File: src/rtl/mpq_pkg.sv
// Package for the min priority queue: operation and status codes, controller
// states, and the command and status structs between controller and datapath.
// No dependencies.
package mpq_pkg;

    localparam logic signed [31:0] EMPTY_MARK = 32'sd99999;

    typedef enum logic [1:0] {
        OP_INSERT  = 2'd0,
        OP_FIND    = 2'd1,
        OP_EXTRACT = 2'd2
    } op_t;

    typedef enum logic [1:0] {
        ST_OK    = 2'd0,
        ST_EMPTY = 2'd1,
        ST_FULL  = 2'd2
    } status_t;

    typedef enum logic [3:0] {
        S_IDLE,
        S_UP_CHK,
        S_UP_CMP,
        S_FIND_WAIT,
        S_EXT_WAIT,
        S_DN_CHK,
        S_DN_CMP,
        S_DONE
    } state_t;

    typedef enum logic [1:0] {
        RES_ZERO,
        RES_MARK,
        RES_ROOT
    } res_sel_t;

    typedef enum logic [2:0] {
        IDX_HOLD,
        IDX_COUNT,
        IDX_ZERO,
        IDX_PARENT,
        IDX_CHILD
    } idx_sel_t;

    typedef enum logic [1:0] {
        RD_PARENT,
        RD_ROOT_LAST,
        RD_CHILDREN
    } rd_sel_t;

    typedef enum logic [1:0] {
        WR_KEY,
        WR_PARENT,
        WR_CHILD
    } wr_sel_t;

    typedef enum logic {
        KEY_IN,
        KEY_LAST
    } key_sel_t;

    typedef struct packed {
        logic     key_ld;
        key_sel_t key_sel;
        idx_sel_t idx_sel;
        logic     cnt_inc;
        logic     cnt_dec;
        rd_sel_t  rd_sel;
        logic     wr_en;
        wr_sel_t  wr_sel;
        logic     res_we;
        res_sel_t res_sel;
        status_t  res_status;
        logic     out_load;
    } cmd_t;

    typedef struct packed {
        logic full;
        logic empty;
        logic idx_zero;
        logic parent_le_key;
        logic has_left;
        logic child_lt_key;
    } dp_status_t;

endpackage

File: src/rtl/mpq_chan_if.sv
// Valid/ready channel interfaces for the min priority queue: the operation
// channel and the result channel. No dependencies.
interface mpq_in_if;
    logic               valid;
    logic               ready;
    logic [1:0]         op;
    logic signed [31:0] key_in;

    modport source (output valid, output op, output key_in, input ready);
    modport sink   (input valid, input op, input key_in, output ready);
endinterface

interface mpq_out_if;
    logic               valid;
    logic               ready;
    logic signed [31:0] key_out;
    logic [1:0]         status;
    logic [6:0]         occupancy;

    modport source (output valid, output key_out, output status, output occupancy,
                    input ready);
    modport sink   (input valid, input key_out, input status, input occupancy,
                    output ready);
endinterface

File: src/rtl/mpq_dpath.sv
// Datapath of the min priority queue: heap memory, key count, hole index and
// key, and the result registers. Depends on mpq_pkg.
module mpq_dpath #(
    parameter int CAPACITY = 64
) (
    input  logic                clk,
    input  logic                rst_n,
    input  mpq_pkg::cmd_t       cmd,
    output mpq_pkg::dp_status_t sts,
    input  logic signed [31:0]  key_in,
    output logic signed [31:0]  key_out,
    output logic [1:0]          status,
    output logic [6:0]          occupancy
);

    localparam int AW = $clog2(CAPACITY);
    localparam int CW = $clog2(CAPACITY + 1);
    localparam int IW = AW + 2;

    logic signed [31:0] mem [CAPACITY];

    logic [CW-1:0]      count_reg;
    logic [CW-1:0]      count_next;
    logic [AW-1:0]      idx_reg;
    logic [AW-1:0]      idx_next;
    logic signed [31:0] key_reg;
    logic signed [31:0] rd_a_reg;
    logic signed [31:0] rd_b_reg;
    logic signed [31:0] res_key_reg;
    mpq_pkg::status_t   res_status_reg;
    logic signed [31:0] out_key_reg;
    logic [1:0]         out_status_reg;
    logic [6:0]         out_occ_reg;

    logic [AW-1:0]      parent_idx;
    logic [IW-1:0]      left_idx;
    logic [IW-1:0]      right_idx;
    logic [IW-1:0]      count_wide;
    logic               has_right;
    logic               use_right;
    logic signed [31:0] child_val;
    logic [AW-1:0]      child_idx;
    logic [AW-1:0]      rd_a_addr;
    logic [AW-1:0]      rd_b_addr;
    logic signed [31:0] wr_data;

    assign parent_idx = (idx_reg - AW'(1)) >> 1;
    assign left_idx   = {1'b0, idx_reg, 1'b1};
    assign right_idx  = {1'b0, idx_reg, 1'b0} + IW'(2);
    assign count_wide = IW'(count_reg);
    assign has_right  = right_idx < count_wide;
    assign use_right  = has_right && (rd_b_reg < rd_a_reg);
    assign child_val  = use_right ? rd_b_reg : rd_a_reg;
    assign child_idx  = use_right ? right_idx[AW-1:0] : left_idx[AW-1:0];

    assign sts.full          = count_reg == CW'(CAPACITY);
    assign sts.empty         = count_reg == '0;
    assign sts.idx_zero      = idx_reg == '0;
    assign sts.parent_le_key = rd_a_reg <= key_reg;
    assign sts.has_left      = left_idx < count_wide;
    assign sts.child_lt_key  = sts.has_left && (child_val < key_reg);

    always_comb
    begin
        case (cmd.rd_sel)
            mpq_pkg::RD_PARENT:
            begin
                rd_a_addr = parent_idx;
                rd_b_addr = parent_idx;
            end
            mpq_pkg::RD_ROOT_LAST:
            begin
                rd_a_addr = '0;
                rd_b_addr = AW'(count_reg - CW'(1));
            end
            mpq_pkg::RD_CHILDREN:
            begin
                rd_a_addr = left_idx[AW-1:0];
                rd_b_addr = right_idx[AW-1:0];
            end
            default:
            begin
                rd_a_addr = '0;
                rd_b_addr = '0;
            end
        endcase
    end

    always_comb
    begin
        case (cmd.wr_sel)
            mpq_pkg::WR_KEY:    wr_data = key_reg;
            mpq_pkg::WR_PARENT: wr_data = rd_a_reg;
            mpq_pkg::WR_CHILD:  wr_data = child_val;
            default:            wr_data = key_reg;
        endcase
    end

    always_comb
    begin
        case (cmd.idx_sel)
            mpq_pkg::IDX_COUNT:  idx_next = AW'(count_reg);
            mpq_pkg::IDX_ZERO:   idx_next = '0;
            mpq_pkg::IDX_PARENT: idx_next = parent_idx;
            mpq_pkg::IDX_CHILD:  idx_next = child_idx;
            default:             idx_next = idx_reg;
        endcase
    end

    always_comb
    begin
        count_next = count_reg;
        if (cmd.cnt_inc)
        begin
            count_next = count_reg + CW'(1);
        end
        else if (cmd.cnt_dec)
        begin
            count_next = count_reg - CW'(1);
        end
    end

    always_ff @(posedge clk)
    begin
        if (cmd.wr_en)
        begin
            mem[idx_reg] <= wr_data;
        end
        rd_a_reg <= mem[rd_a_addr];
        rd_b_reg <= mem[rd_b_addr];
    end

    always_ff @(posedge clk or negedge rst_n)
    begin
        if (!rst_n)
        begin
            count_reg <= '0;
        end
        else
        begin
            count_reg <= count_next;
        end
    end

    always_ff @(posedge clk)
    begin
        idx_reg <= idx_next;
        if (cmd.key_ld)
        begin
            key_reg <= (cmd.key_sel == mpq_pkg::KEY_LAST) ? rd_b_reg : key_in;
        end
        if (cmd.res_we)
        begin
            res_status_reg <= cmd.res_status;
            case (cmd.res_sel)
                mpq_pkg::RES_MARK: res_key_reg <= mpq_pkg::EMPTY_MARK;
                mpq_pkg::RES_ROOT: res_key_reg <= rd_a_reg;
                default:           res_key_reg <= '0;
            endcase
        end
        if (cmd.out_load)
        begin
            out_key_reg    <= res_key_reg;
            out_status_reg <= 2'(res_status_reg);
            out_occ_reg    <= 7'(count_reg);
        end
    end

    assign key_out   = out_key_reg;
    assign status    = out_status_reg;
    assign occupancy = out_occ_reg;

endmodule

File: src/rtl/mpq_ctrl.sv
// Controller of the min priority queue: sequences insert sift-up, extract
// sift-down and find, and owns both handshakes. Depends on mpq_pkg.
module mpq_ctrl (
    input  logic                clk,
    input  logic                rst_n,
    input  logic                in_valid,
    output logic                in_ready,
    input  logic [1:0]          in_op,
    output logic                out_valid,
    input  logic                out_ready,
    input  mpq_pkg::dp_status_t sts,
    output mpq_pkg::cmd_t       cmd
);

    mpq_pkg::state_t state_reg;
    mpq_pkg::state_t state_next;
    logic            out_valid_reg;
    logic            out_valid_next;
    logic            out_free;
    mpq_pkg::op_t    op;

    assign op       = mpq_pkg::op_t'(in_op);
    assign out_free = !out_valid_reg || out_ready;
    assign in_ready = state_reg == mpq_pkg::S_IDLE;

    always_comb
    begin
        state_next = state_reg;
        case (state_reg)
            mpq_pkg::S_IDLE:
            begin
                if (in_valid)
                begin
                    case (op)
                        mpq_pkg::OP_INSERT:
                            state_next = sts.full ? mpq_pkg::S_DONE : mpq_pkg::S_UP_CHK;
                        mpq_pkg::OP_FIND:
                            state_next = sts.empty ? mpq_pkg::S_DONE : mpq_pkg::S_FIND_WAIT;
                        mpq_pkg::OP_EXTRACT:
                            state_next = sts.empty ? mpq_pkg::S_DONE : mpq_pkg::S_EXT_WAIT;
                        default:
                            state_next = mpq_pkg::S_DONE;
                    endcase
                end
            end
            mpq_pkg::S_UP_CHK:
                state_next = sts.idx_zero ? mpq_pkg::S_DONE : mpq_pkg::S_UP_CMP;
            mpq_pkg::S_UP_CMP:
                state_next = sts.parent_le_key ? mpq_pkg::S_DONE : mpq_pkg::S_UP_CHK;
            mpq_pkg::S_FIND_WAIT:
                state_next = mpq_pkg::S_DONE;
            mpq_pkg::S_EXT_WAIT:
                state_next = mpq_pkg::S_DN_CHK;
            mpq_pkg::S_DN_CHK:
                state_next = (sts.empty || !sts.has_left) ? mpq_pkg::S_DONE
                                                          : mpq_pkg::S_DN_CMP;
            mpq_pkg::S_DN_CMP:
                state_next = sts.child_lt_key ? mpq_pkg::S_DN_CHK : mpq_pkg::S_DONE;
            mpq_pkg::S_DONE:
                state_next = out_free ? mpq_pkg::S_IDLE : mpq_pkg::S_DONE;
            default:
                state_next = mpq_pkg::S_IDLE;
        endcase
    end

    always_comb
    begin
        cmd            = '0;
        cmd.key_sel    = mpq_pkg::KEY_IN;
        cmd.idx_sel    = mpq_pkg::IDX_HOLD;
        cmd.rd_sel     = mpq_pkg::RD_PARENT;
        cmd.wr_sel     = mpq_pkg::WR_KEY;
        cmd.res_sel    = mpq_pkg::RES_ZERO;
        cmd.res_status = mpq_pkg::ST_OK;
        case (state_reg)
            mpq_pkg::S_IDLE:
            begin
                if (in_valid)
                begin
                    cmd.res_we = 1'b1;
                    case (op)
                        mpq_pkg::OP_INSERT:
                        begin
                            if (sts.full)
                            begin
                                cmd.res_status = mpq_pkg::ST_FULL;
                            end
                            else
                            begin
                                cmd.key_ld  = 1'b1;
                                cmd.idx_sel = mpq_pkg::IDX_COUNT;
                                cmd.cnt_inc = 1'b1;
                            end
                        end
                        mpq_pkg::OP_FIND, mpq_pkg::OP_EXTRACT:
                        begin
                            cmd.rd_sel = mpq_pkg::RD_ROOT_LAST;
                            if (sts.empty)
                            begin
                                cmd.res_sel    = mpq_pkg::RES_MARK;
                                cmd.res_status = mpq_pkg::ST_EMPTY;
                            end
                        end
                        default:
                        begin
                            cmd.res_status = mpq_pkg::ST_OK;
                        end
                    endcase
                end
            end
            mpq_pkg::S_UP_CHK:
            begin
                cmd.rd_sel = mpq_pkg::RD_PARENT;
                if (sts.idx_zero)
                begin
                    cmd.wr_en = 1'b1;
                end
            end
            mpq_pkg::S_UP_CMP:
            begin
                cmd.wr_en = 1'b1;
                if (!sts.parent_le_key)
                begin
                    cmd.wr_sel  = mpq_pkg::WR_PARENT;
                    cmd.idx_sel = mpq_pkg::IDX_PARENT;
                end
            end
            mpq_pkg::S_FIND_WAIT:
            begin
                cmd.res_we  = 1'b1;
                cmd.res_sel = mpq_pkg::RES_ROOT;
            end
            mpq_pkg::S_EXT_WAIT:
            begin
                cmd.res_we  = 1'b1;
                cmd.res_sel = mpq_pkg::RES_ROOT;
                cmd.key_ld  = 1'b1;
                cmd.key_sel = mpq_pkg::KEY_LAST;
                cmd.cnt_dec = 1'b1;
                cmd.idx_sel = mpq_pkg::IDX_ZERO;
            end
            mpq_pkg::S_DN_CHK:
            begin
                cmd.rd_sel = mpq_pkg::RD_CHILDREN;
                if (!sts.empty && !sts.has_left)
                begin
                    cmd.wr_en = 1'b1;
                end
            end
            mpq_pkg::S_DN_CMP:
            begin
                cmd.wr_en = 1'b1;
                if (sts.child_lt_key)
                begin
                    cmd.wr_sel  = mpq_pkg::WR_CHILD;
                    cmd.idx_sel = mpq_pkg::IDX_CHILD;
                end
            end
            mpq_pkg::S_DONE:
            begin
                cmd.out_load = out_free;
            end
            default:
            begin
                cmd.out_load = 1'b0;
            end
        endcase
    end

    always_comb
    begin
        out_valid_next = out_valid_reg;
        if (cmd.out_load)
        begin
            out_valid_next = 1'b1;
        end
        else if (out_ready)
        begin
            out_valid_next = 1'b0;
        end
    end

    always_ff @(posedge clk or negedge rst_n)
    begin
        if (!rst_n)
        begin
            state_reg     <= mpq_pkg::S_IDLE;
            out_valid_reg <= 1'b0;
        end
        else
        begin
            state_reg     <= state_next;
            out_valid_reg <= out_valid_next;
        end
    end

    assign out_valid = out_valid_reg;

endmodule

File: src/rtl/min_priority_queue_unit.sv
// Top level of the min priority queue: controller and datapath joined by
// command and status structs. Depends on mpq_pkg, mpq_chan_if, mpq_ctrl, mpq_dpath.
//
// Usage: each item on req carries an op (insert, find minimum, extract
// minimum) and a key; each item gives exactly one result on rsp with the key,
// a status (ok, empty, full) and the occupancy after the operation.
// Keys live in a binary min-heap in a single memory with one write port and
// two registered read ports. Items are processed one at a time; req is ready
// only while the controller is idle. Find reads the root and then registers it as
// the result; insert writes the new key at the end and sifts it up, each level a
// parent read (S_UP_CHK) then a compare and write (S_UP_CMP); extract reads the
// root and last key, moves the last key to the root and sifts it down, each level
// a child read (S_DN_CHK) then a compare and write (S_DN_CMP). The registered
// memory reads in the sift loops are why each level has a read state before its compare.
// Full inserts, empty finds and empty extracts go straight to the done state.
// A result waits in an output register while rsp is stalled; the next item is
// accepted meanwhile and held at its end until the register is free.
// Reset empties the queue at once; the memory needs no clearing.
module min_priority_queue_unit #(
    parameter int CAPACITY = 64
) (
    input logic      clk,
    input logic      rst_n,
    mpq_in_if.sink   req,
    mpq_out_if.source rsp
);

    mpq_pkg::cmd_t       cmd;
    mpq_pkg::dp_status_t sts;

    mpq_ctrl u_ctrl (
        .clk       (clk),
        .rst_n     (rst_n),
        .in_valid  (req.valid),
        .in_ready  (req.ready),
        .in_op     (req.op),
        .out_valid (rsp.valid),
        .out_ready (rsp.ready),
        .sts       (sts),
        .cmd       (cmd)
    );

    mpq_dpath #(
        .CAPACITY (CAPACITY)
    ) u_dpath (
        .clk       (clk),
        .rst_n     (rst_n),
        .cmd       (cmd),
        .sts       (sts),
        .key_in    (req.key_in),
        .key_out   (rsp.key_out),
        .status    (rsp.status),
        .occupancy (rsp.occupancy)
    );

endmodule

File: src/flat_wrapper.sv
// flat-port wrapper written by rule: the top's interface ports become plain ports
module min_priority_queue_unit_flat 
#(
    parameter int CAPACITY = 64
)
  (clk, rst_n, req_valid, req_op, req_key_in, req_ready, rsp_valid, rsp_key_out, rsp_status, rsp_occupancy, rsp_ready);
  mpq_in_if req_i ();
  mpq_out_if rsp_i ();
  input logic clk;
  input logic rst_n;
  input wire logic [$bits(req_i.valid)-1:0] req_valid;
  input wire logic [$bits(req_i.op)-1:0] req_op;
  input wire logic [$bits(req_i.key_in)-1:0] req_key_in;
  output wire logic [$bits(req_i.ready)-1:0] req_ready;
  output wire logic [$bits(rsp_i.valid)-1:0] rsp_valid;
  output wire logic [$bits(rsp_i.key_out)-1:0] rsp_key_out;
  output wire logic [$bits(rsp_i.status)-1:0] rsp_status;
  output wire logic [$bits(rsp_i.occupancy)-1:0] rsp_occupancy;
  input wire logic [$bits(rsp_i.ready)-1:0] rsp_ready;
  assign req_i.valid = req_valid;
  assign req_i.op = req_op;
  assign req_i.key_in = req_key_in;
  assign req_ready = req_i.ready;
  assign rsp_valid = rsp_i.valid;
  assign rsp_key_out = rsp_i.key_out;
  assign rsp_status = rsp_i.status;
  assign rsp_occupancy = rsp_i.occupancy;
  assign rsp_i.ready = rsp_ready;
  min_priority_queue_unit #(.CAPACITY(CAPACITY)) u_core (.clk(clk), .rst_n(rst_n), .req(req_i), .rsp(rsp_i));
endmodule
File: config.mk
export PLATFORM = sky130hd
export DESIGN_NAME = min_priority_queue_unit_flat
export DESIGN_NICKNAME = d
export VERILOG_FILES = /design/src/rtl/mpq_pkg.sv /design/src/rtl/mpq_chan_if.sv /design/src/rtl/mpq_dpath.sv /design/src/rtl/mpq_ctrl.sv /design/src/rtl/min_priority_queue_unit.sv /design/src/flat_wrapper.sv
export SDC_FILE = /design/constraint.sdc
export NUM_CORES = 2
export LEC_CHECK = 0
export BUFFER_PORTS_ARGS = -buffer_cell sky130_fd_sc_hd__clkbuf_2
export CAP_MARGIN = 20
export CORE_UTILIZATION = 35
export CTS_BUF_LIST = sky130_fd_sc_hd__clkbuf_4 sky130_fd_sc_hd__clkbuf_8
export DETAILED_ROUTE_END_ITERATION = 8
export HOLD_SLACK_MARGIN = 0.03
export PLACE_DENSITY_LB_ADDON = 0.08
export SYNTH_ARGS = -nofsm -noshare
export SYNTH_HDL_FRONTEND = slang
export SYNTH_HIERARCHICAL = 1
export SYNTH_SLANG_ARGS = --single-unit
export TNS_END_PERCENT = 5
File: constraint.sdc
create_clock -name clk -period 8.2 [get_ports clk]
set_input_delay 1.64 -clock clk [delete_from_list [all_inputs] [get_ports clk]]
set_output_delay 1.64 -clock clk [all_outputs]
set_load 0.05 [all_outputs]
* Word level (Yosys, flattened, before mapping)
Memories as Yosys holds them, arrays and structs flattened. A register that Yosys moved wholly into a read port is not among the register bits.
Index checks and enable logic that the tools add are counted.
Widths: inputs -> output; s select.
** Operators by class
- Multiply operators :: 0
- Mux-type cells :: 53
- Add/subtract/negate cells :: 4
- Reductions and logical operators :: 20
- Equal/unequal tests :: 21
- Bitwise logic cells :: 0
- Div/mod/pow operators :: 0
- $lt $le $gt $ge :: 5
- Shift operators :: 0
** Operator list (count)
- $pmux 32 s2 :: 2
- $lt 32x32->1 :: 2
- $mux 32 :: 2
- $le 32x32->1 :: 1
- $pmux 4 s8 :: 1
- $pmux 6 s4 :: 1
- $mux 3 :: 7
- $pmux 6 s3 :: 1
- $mux 1 :: 17
- $eq 4x3->1 const B :: 4
- $mux 2 :: 8
- $mux 7 :: 2
- $pmux 2 s2 :: 3
- $pmux 3 s4 :: 1
- $pmux 6 s2 :: 1
- $pmux 3 s3 :: 1
- $add 7x2->8 const B :: 1
- $eq 2x1->1 const B :: 4
- $eq 2x2->1 const B :: 4
- $eq 4x2->1 const B :: 2
- $lt 8x7->1 :: 1
- $add 7x1->7 const B :: 1
- $eq 7x7->1 const B :: 1
- $logic_not 7->1 :: 1
- other kinds (24) :: 34
** Word-level totals
- Word-level logic and storage cells :: 114
- Memory bits (writable) :: 2048
- Output and inout port bits :: 43
- ROM bits :: 0
- Latch bits :: 0
- Input port bits :: 38
- Memories kept :: 1
- Register bits after elaboration :: 125
** Memories
- u_core.u_dpath.mem :: depth 64, width 32, rd ports 2, clocked after memory_dff 2, write ports 1, RTL line mpq_dpath.sv:20 : logic signed [31:0] mem [CAPACITY];

* Longest topological paths before layout
- Depth in word-level cells :: 10
- Depth in mapped cells :: 29
- Depth with buffers taken out :: 26

* By module
Netlist, hierarchy kept.
** Modules (own cells, without submodules)
- mpq_dpath :: cells an instance 11492, area an instance 110516.0 µm², sequential area each 66348.6 µm², instances 1
- mpq_ctrl :: cells an instance 74, area an instance 515.5 µm², sequential area each 100.1 µm², instances 1

* Worst setup path after synthesis
No wires, ideal clock.
- Path type :: register to register
- Start :: register u_core.u_dpath.idx_reg[0]
- End :: memory u_core.u_dpath.mem[0][0], data pin
- Path slack :: 0.766 ns
- Arrival :: 6.867 ns
- Period minus slack after synthesis :: 7.434 ns
- Data required time :: 7.633 ns
- Path buffers :: 3
- Library setup time :: 0.567 ns
- Cell stages (with the launch flop) :: 29
- Cells stage by stage :: edfxtp_1 buf_2 inv_1 ha_1 ha_1 a21oi_1 o21ai_0 a31oi_1 o211ai_1 nor2_1 mux2_2 buf_2 mux2_2 ha_1 a21o_1 a21o_1 a211oi_1 o21bai_1 a21o_1 a211oi_1 a22o_1 a41o_1 nand2_1 nor2_1 ha_1 clkbuf_1 clkinv_1 nand2_1 o221ai_1
** RTL lines
- from (decl) :: RTL line mpq_dpath.sv:24 : logic [AW-1:0] idx_reg;
- from (signal assigned) :: RTL line mpq_dpath.sv:147 : idx_reg <= idx_next;
- to (decl) :: RTL line mpq_dpath.sv:20

==> summary.log <==
qor: die.die-width 565 µm
qor: worst_hold_path.hold_path.class input pin to asynchronous set/reset pin
qor: cells_and_area.number_of_flip_flops_in_the_largest_register 2048
qor: timing.finalWorstPathRequiredPeriod 7720 ps
qor: yosys.synth-xor-area-share 0.150%
qor: timing.tns 0 ps
qor: yosys.synth-edff-count 2161
qor: yosys.combinational_family_with_the_most_area_after_synthesis simple AND/OR/NAND/NOR gates
qor: drt.drt-pass1-iter-count 8
qor: setup_path.crit_type flop to flop
qor: drt.route.detailed.drc 0
qor: setup_path.path_cells buf_4, ha_1, xor2_1, ha_1, a31oi_1, o211ai_1, nor2_1, mux2_2, buf_4, mux2_2, ha_1, a21o_1, a21oi_1, o41ai_1, a211oi_1, a22o_1, a41o_1, nand2_1, nor2_1, ha_2, buf_12, o21ai_0, a31o_2, buf_4
qor: cells_and_area.largest_register u_core/u_dpath/mem
qor: clock_network.cts_max_path_buffers 4
qor: yosys.post_synth_inst_count 11600
qor: timing.fmax 130 MHz
qor: cells_and_area.finalNonFillerCells 16200
qor: global_routing.pin_count_of_the_biggest_net_entering_global_routing 130
qor: job.maxCapViolCount 0
qor: yosys.synth.yosys.warnings 6
qor: die.core-area 315000 µm²
qor: yosys.syn_area 111000 µm²
qor: placed_design.dp_cells 15400
qor: setup_path.critical-path-max-stage-delay 540 ps
qor: clock_network.htree_levels 5
qor: setup_path.worst_endpoint_required_time 9000 ps
qor: die.starting_density_of_the_core 35.2%
qor: timing.fin_crit_sh 94.1%
qor: cells_and_area.area_delta_synth_final 14.2%
qor: yosys.syn-mean-instance-area 9.60 µm²
qor: timing.max_slew_margin_vs_limit 20.9%
qor: setup_path.crit_fanout 64
qor: placed_design.dpl.hpwl 301 mm
qor: global_routing.grt_pass1_wl 707 mm
qor: timing.finalHoldViolCount 0
qor: yosys.synthesis.nets 11700
qor: cells_and_area.layout.cells.most_common_list 3937 x sky130_fd_sc_hd__nand2_1, 2406 x sky130_fd_sc_hd__nand3_1, 2161 x sky130_fd_sc_hd__edfxtp_1
qor: timing.worst_pin_slew 1190 ps
qor: yosys.synthArstFlopShare 0.492%
qor: yosys.synth_compound_area_share 5.74%
qor: run_status.status finished clean
qor: yosys.synth-seq-area-share 59.8%
qor: die.core.rowCount 206
qor: global_routing.grt_overflow 0
qor: clock_network.clk-insertion-delay-late 1160 ps
qor: cells_and_area.drive_gt1_share 12.3%
qor: clock_network.tritoncts_num_sinks 2236
qor: setup_path.endpoint_kind flop
qor: yosys.synthAdderAreaFrac 1.34%
qor: cells_and_area.final.fill_count 30600
qor: drt.dr_wl_cell 31.6 µm
qor: clock_network.cts_tree yes
qor: drt.ant_nets 0
qor: setup_path.timing.critical_path.from_type flop
qor: setup_path.worst_path_max_delay_cell sky130_fd_sc_hd__mux2_2
qor: yosys.postSynth.topFlopCell sky130_fd_sc_hd__edfxtp_1
qor: drt.wl 510 mm
qor: drt.detailedRoute.firstIterationViolations 11700
qor: yosys.yosys.area_share.simple 27.0%
qor: die.num_io_pins 81
qor: clock_network.cts_inserted_buffers 412
qor: drt.vias_per_cell 5.91
qor: clock_network.clk_transition_reported_paths 70 ps
qor: global_routing.vias_in_the_first_global_route 90600
qor: drt.route.vias.total 95600
qor: placed_design.gp_congestion 0.888
qor: yosys.synth-seq-cells 2236
qor: timing.grt_setup_unrepaired false
qor: yosys.post_synth_num_cell_types 80
qor: global_routing.track_usage 31.2%
qor: global_routing.grt_antenna_before_repair 20
qor: setup_path.critical_path_arrival 8520 ps
qor: timing.setup-violations-final 0
qor: die.die-area 319000 µm²
qor: clock_network.clock-root-buffer sky130_fd_sc_hd__clkbuf_8
qor: die.die_height 565 µm
qor: placed_design.numPortBuffers 80
qor: cells_and_area.final_net_count 11800
qor: cells_and_area.most_common_cell_after_layout_fill_and_taps_aside sky130_fd_sc_hd__nand2_1
qor: cells_and_area.postLayoutCoreUtil 40.2%
qor: timing.clock_skew 77.8 ps
qor: yosys.muxShareOfSynthArea 2.23%
qor: timing.timing_max_transition_violations_final 0
layout make-up:
cell class / instances / area, µm² / share of cell area [%]
Tap cell: 4160 / 5200 / 4.11
Antenna cell: 11 / 27.5 / 0.0217
Timing Repair Buffer: 548 / 5210 / 4.11
Multi-Input combinational cell: 8335 / 41300 / 32.5
Clock buffer: 580 / 7010 / 5.53
Inverter: 113 / 424 / 0.335
Clock inverter: 184 / 1190 / 0.942
Sequential cell: 2236 / 66400 / 52.4
per-layer routing:
layer	GRT usage, %	part of all wire, %	vias up
li1	-	-	41300
met1	42.7	41	47800
met3	4.59	8.4	1190
met2	47.1	43	5296
met5	0	0.0055	-
met4	18.4	7.0	6
synthesized netlist by cell type, types with 14 or more instances:
cell type	n	share of area, %
sky130_fd_sc_hd__mux4_2	30	0.61
sky130_fd_sc_hd__o22ai_1	112	0.63
sky130_fd_sc_hd__a311oi_1	45	0.35
sky130_fd_sc_hd__ha_1	119	1.3
sky130_fd_sc_hd__inv_1	111	0.38
sky130_fd_sc_hd__xnor2_1	17	0.13
sky130_fd_sc_hd__nand2_1	3939	13
sky130_fd_sc_hd__a21oi_1	529	2.4
sky130_fd_sc_hd__o31a_1	27	0.21
sky130_fd_sc_hd__buf_1	113	0.38
sky130_fd_sc_hd__nor4_1	35	0.20
sky130_fd_sc_hd__edfxtp_1	2161	58
sky130_fd_sc_hd__a21o_1	22	0.15
sky130_fd_sc_hd__nand4_1	129	0.73
sky130_fd_sc_hd__and3_1	38	0.21
sky130_fd_sc_hd__nor2_1	307	1.0
sky130_fd_sc_hd__mux2_2	66	0.67
sky130_fd_sc_hd__clkbuf_1	448	1.5
sky130_fd_sc_hd__nor3_1	14	0.063
sky130_fd_sc_hd__a31o_2	41	0.32
sky130_fd_sc_hd__o211ai_1	26	0.18
sky130_fd_sc_hd__a211oi_1	36	0.24
sky130_fd_sc_hd__mux2i_1	106	0.96
sky130_fd_sc_hd__and2_1	27	0.15
sky130_fd_sc_hd__buf_2	316	1.4
sky130_fd_sc_hd__a31oi_1	53	0.30
sky130_fd_sc_hd__o211a_1	15	0.14
sky130_fd_sc_hd__dfxtp_1	64	1.2
sky130_fd_sc_hd__nand3_1	2409	11
sky130_fd_sc_hd__o21ai_0	76	0.34
cell families (layout without fill, tap and decap cells):
| logic type | count (synthesis) | in the layout |
|---|---|---|
| compound gates | 1040 | 1040 |
| xor+xnor | 19 | 19 |
| fa+ha+maj | 119 | 119 |
| buf+inv | 995 | 1425 |
| flops | 2236 | 2236 |
| mux | 202 | 202 |
| other cells | 0 | 11 |
| simple gates | 6955 | 6955 |
what timing repair did:
action / in CTS / in global routing
endpoints found under the setup margin: 0 / 1361
gates resized for setup: 0 / 25
setup buffers: 0 / 0
hold buffers: 0 / 0
per-stage QoR:
| stage | worst slack [ps] | area [µm²] | hold WS (ps) |
|---|---|---|---|
| after floorplan | 766 | 111000 | 400 |
| after global placement | 492 | 118000 | 404 |
| after detailed placement | 520 | 118000 | 405 |
| after CTS | 454 | 127000 | 323 |
| after global routing | 19.2 | 127000 | 374 |
| final | 480 | 127000 | 393 |
worst paths after layout:
kind                                               end  cells past startpoint  slack, ps                            from
setup / recovery            u_core/u_dpath/mem[16][27]                     24        480       u_core/u_dpath/idx_reg[1]
hold / removal             u_core/u_dpath/count_reg[2]                      1        390                           rst_n
setup reg to reg            u_core/u_dpath/mem[16][27]                     24        480       u_core/u_dpath/idx_reg[1]
hold reg to reg             u_core/u_dpath/key_out[16]                      0        410  u_core/u_dpath/res_key_reg[16]
max in group asynchronous  u_core/u_dpath/count_reg[0]                      1       7570                           rst_n
min in group clk            u_core/u_dpath/key_out[16]                      0        410  u_core/u_dpath/res_key_reg[16]
critical path, delay by kind of cell, from the launching register on:
kind                     cells  cell delay (ps)
adder cells (fa/ha/maj)      4             1200
multiplexers                 2              920
AND/OR/NAND/NOR              3              510
flip-flops                   1              440
buffers and inverters        4             1280
XOR/XNOR                     1              410
AO/OA/AOI/OAI               10             2490
Power is not shown: default switching activity piles up to over one toggle a cycle in this logic, so the estimate is an artifact.
